[config.mk]
export PLATFORM = sky130hd
export DESIGN_NAME = deq_ctrl
export DESIGN_NICKNAME = d
export VERILOG_FILES = /design/src/design/deq_pkg.sv /design/src/design/deq_ctrl.sv
export SDC_FILE = /design/constraint.sdc
export NUM_CORES = 1
export LEC_CHECK = 0
export BUFFER_PORTS_ARGS = -buffer_cell sky130_fd_sc_hd__buf_2
export CAP_MARGIN = 10
export CORE_AREA = 5 5 42 44
export CTS_BUF_LIST = sky130_fd_sc_hd__clkbuf_8 sky130_fd_sc_hd__clkbuf_16
export CTS_CLUSTER_SIZE = 14
export DETAILED_ROUTE_END_ITERATION = 8
export DIE_AREA = 0 0 47 49
export SLEW_MARGIN = 30
export SYNTH_ARGS = -nofsm -noshare
export SYNTH_HDL_FRONTEND = slang
export SYNTH_SLANG_ARGS = --single-unit
[constraint.sdc]
create_clock -name clk_i -period 2.8 [get_ports clk_i]
set_input_delay 0.28 -clock clk_i [delete_from_list [all_inputs] [get_ports clk_i]]
set_output_delay 0.28 -clock clk_i [all_outputs]
set_load 0.02 [all_outputs]
[src/design/deq_pkg.sv]
// Shared types, codes and widths for the double-ended queue.
package deq_pkg;

  localparam int DEF_CAPACITY  = 256;
  localparam int DEF_WORD_BITS = 32;

  localparam int MODE_W   = 3;
  localparam int VALUE_W  = 32;
  localparam int READ_W   = 32;
  localparam int STATUS_W = 2;
  localparam int FILL_W   = 9;

  typedef enum logic [MODE_W-1:0] {
    MODE_PUSH_FRONT = 3'd0,
    MODE_PUSH_BACK  = 3'd1,
    MODE_POP_FRONT  = 3'd2,
    MODE_POP_BACK   = 3'd3,
    MODE_PEEK_FRONT = 3'd4,
    MODE_PEEK_BACK  = 3'd5
  } mode_e;

  typedef enum logic [STATUS_W-1:0] {
    STATUS_OK    = 2'd0,
    STATUS_EMPTY = 2'd1,
    STATUS_FULL  = 2'd2
  } status_e;

  // Commands from the controller to the datapath.
  typedef struct packed {
    logic capture;
    logic execute;
    logic load;
  } cmd_t;

endpackage

[src/design/deq_ctrl.sv]
// Controller state machine of the double-ended queue.
module deq_ctrl (
  input  logic             clk_i,
  input  logic             rst_ni,
  input  logic             in_valid_i,
  output logic             in_stall_o,
  output logic             out_valid_o,
  input  logic             out_stall_i,
  output deq_pkg::cmd_t    cmd_o
);

  typedef enum logic [2:0] {
    S_IDLE = 3'b001,
    S_EXEC = 3'b010,
    S_LOAD = 3'b100
  } state_e;

  state_e state_q, state_d;
  logic   out_valid_q, out_valid_d;
  logic   out_free;

  // The output register can take a new result when empty or being emptied.
  assign out_free = !out_valid_q || !out_stall_i;

  always_comb begin
    state_d       = state_q;
    cmd_o.capture = 1'b0;
    cmd_o.execute = 1'b0;
    cmd_o.load    = 1'b0;
    in_stall_o    = 1'b1;
    case (state_q)
      S_IDLE: begin
        in_stall_o = 1'b0;
        if (in_valid_i) begin
          cmd_o.capture = 1'b1;
          state_d       = S_EXEC;
        end
      end
      S_EXEC: begin
        cmd_o.execute = 1'b1;
        state_d       = S_LOAD;
      end
      S_LOAD: begin
        if (out_free) begin
          cmd_o.load = 1'b1;
          state_d    = S_IDLE;
        end
      end
      default: begin
        state_d = S_IDLE;
      end
    endcase
  end

  always_comb begin
    out_valid_d = out_valid_q;
    if (cmd_o.load) begin
      out_valid_d = 1'b1;
    end else if (out_valid_q && !out_stall_i) begin
      out_valid_d = 1'b0;
    end
  end

  always_ff @(posedge clk_i or negedge rst_ni) begin
    if (!rst_ni) begin
      state_q     <= S_IDLE;
      out_valid_q <= 1'b0;
    end else begin
      state_q     <= state_d;
      out_valid_q <= out_valid_d;
    end
  end

  assign out_valid_o = out_valid_q;

endmodule

==> results.sh <==
export IMPL_numCtsBuffers=3
export IMPL_syn_avg_cell_area_sq_um=12.0
export IMPL_overflow=0
export IMPL_die_area_sq_mm=0.00230
export IMPL_vdd_ir_drop_max_mv=0.178
export IMPL_drt_vias_per_instance=4.41
export IMPL_crit_path_end_kind="output port"
export IMPL_status="finished, final reports clean"
export IMPL_ys_warn_count=0
export IMPL_cts_tree="yes"
export IMPL_hold_class="input pin to flop"
export IMPL_reg2reg_depth=2
export IMPL_start_kind="flop"
export IMPL_track_usage_pct=5.86
export IMPL_rsz0062_at_grt="false"
export IMPL_cap_violations=0
export IMPL_critPathRequiredTime_ns=2.52
export IMPL_drtIter0Drc=3
export IMPL_power_density_mw_per_mm2=1060
export IMPL_setup_viol=0
export IMPL_htreeDepth=1
export IMPL_grt_pass1_wl_um=855
export IMPL_path_clk_slew_ns=0.03
export IMPL_coreArea_sq_mm=0.00140
export IMPL_first_pass_iters=3
export IMPL_io_pins=9
export IMPL_reg2reg_to="state_q[0]"
export IMPL_ys_ff_latch=4
export IMPL_ctsResizeCount=0
export IMPL_dpl_worst_slack_ns=1.43
export IMPL_drt_wirelength_per_cell_um=11.5
export IMPL_core_rowCount=14
export IMPL_ys_seq_area_share_pct=46.8
export IMPL_slew_headroom_pct=80.4
export IMPL_worst_slew_pin_slew_ns=0.290
export IMPL_drive_gt1_share_pct=46.7
export IMPL_antenna_left=0
export IMPL_antenna_found_initial=0
export IMPL_setup_ws_ns=1.22
export IMPL_io_buffers=8
export IMPL_synth_cells=18
export IMPL_synthesis_area_sq_um=216
export IMPL_period_minus_slack_ns=1.58
export IMPL_place_congestion=0.671
export IMPL_antenna_diode_count=0
export IMPL_synth_top_area_share_pct=34.7
export IMPL_hold_path_cell_count=2
export IMPL_grt_pass1_vias=209
export IMPL_post_cts_setup_buffers=0
export IMPL_setup_worst_path_class="flop to output port"
export IMPL_vias=203
export IMPL_nNetsFinal=35
export IMPL_min_period_over_period_pct=56.6
export IMPL_hp_start="in_valid_i"
export IMPL_finalClockSkew_ns=0.00571
export IMPL_ys_top_cells_by_area="dfrtp_1 35%, dfstp_2 12%, nor4bb_1 9.2%, nor4bb_2 7.5%, nor3b_2 5.8%"
export IMPL_die_x_um=47
export IMPL_cp_arrival_ns=1.30
export IMPL_yosys_area_top_type="dfrtp_1"
export IMPL_cts_sinks=4
export IMPL_synth_nets=22
export IMPL_ctsLongestPathBuffers=2
export IMPL_die_h_um=49
export IMPL_root_buffer="clkbuf_8"
export IMPL_rr_startpoint="state_q[0]"
export IMPL_rrSetupSlack_ns=1.76
export IMPL_synth_distinct_cells=15
export IMPL_worstPathMaxFanout=7
export IMPL_area_delta_synth_final_pct=49.7
export IMPL_hold_violations=0
export IMPL_initial_core_util_pct=15.4
export IMPL_grt_max_degree=10
export IMPL_final_max_slew_viol_count=0
export IMPL_clkLatencyLatePin_ns=0.22
export IMPL_power_leakage_nw=0.155
export IMPL_setup_tns_final_ns=0
export IMPL_routed_wl_um=530
export IMPL_route_detailed_drc=0
export IMPL_fmax_ghz=0.631
export IMPL_worstHoldEndpoint="state_q[1]"
-- where the power goes --
group | internal, mW | total, mW | switching, mW
clock | 0.0938 | 0.127 | 0.0332
combinational | 0.0493 | 0.104 | 0.0548
sequential | 0.0806 | 0.113 | 0.0326
-- placed cells by master, fill, tap and decap left out, drive strengths merged --
cell type	Yosys	final
a211oi	1	1
a21oi	1	1
a22o	1	1
and3	1	1
buf	1	8
clkbuf	0	3
dfrtp	3	3
dfstp	1	1
dlygate4sd3	0	1
inv	0	1
nand2	1	1
nand2b	1	1
nand4b	1	1
nor2	1	1
nor3b	1	1
nor4bb	3	3
or3b	1	1
-- cells in the mapped netlist --
cell type and instances:
or3b_1 1, dfrtp_1 3, a211oi_1 1, buf_4 1, and3_1 1, nand2_1 1
a22o_1 1, nor4bb_1 2, nand2b_1 1, a21oi_1 1, nand4b_1 1, nor4bb_2 1
dfstp_2 1, nor3b_2 1, nor2_1 1
-- routing by layer --
metal / global-route usage [%] / routed length (um)
met1: 6.86 / 241
met4: 6.91 / 20
met2: 4.98 / 179
met3: 5.54 / 89
met5: 0 / 0
-- worst max-delay path, cell delays in order (launching register included) --
cell and delay (ns):
dfstp_2 0.57, or3b_1 0.35, buf_2 0.17
-- area by class of cell --
class                      instances  area [sq um]
clock inverter                     1          3.75
tap                               16          20.0
sequential                         4           101
fill                             166          1080
timing repair buffer               9          50.0
multi-input combinational         13           108
clock buffer                       3          41.3
-- worst max-delay path by stage --
stage                    start          to
finish              state_q[0]  in_stall_o
floorplan           state_q[0]    cmd_o[2]
global route        state_q[0]    cmd_o[2]
CTS                 state_q[0]  in_stall_o
detailed placement  state_q[0]  in_stall_o
global placement    state_q[0]    cmd_o[2]
-- state kept, by name, indices dropped and copies added, names as in the netlist --
| name | flops |
|---|---|
| state_q | 3 |
| out_valid_o | 1 |
-- per-stage QoR --
step                      power (mW)  utilization (%)  instance area, sq um  hold WS [ns]  std cells
after detailed placement       0.219             19.2                   269        0.0933         41
final                          0.344             23.1                   324         0.340         46
after global routing           0.371             23.1                   324         0.337         46
after CTS                      0.351             23.1                   324         0.335         46
after global placement         0.215             19.2                   269        0.0914         41
after floorplan                0.182                -                   216       -0.0156         18
-- cell families (layout without fill, tap and decap cells) --
logic type,Yosys count,count (layout),share of synthesized area [%]
buffers and inverters,1,13,3.47
and+or+nand+nor,10,10,39.9
AOI/OAI and AO/OA,3,3,9.83
DFF,4,4,46.8
-- timing repair --
| item | CTS | global route |
|---|---|---|
| hold buffers | 1 | 0 |
| endpoints found under the hold margin | 3 | 0 |
| setup endpoints to repair | 0 | 0 |
No activity file was read; power rests on OpenSTA's default activity.
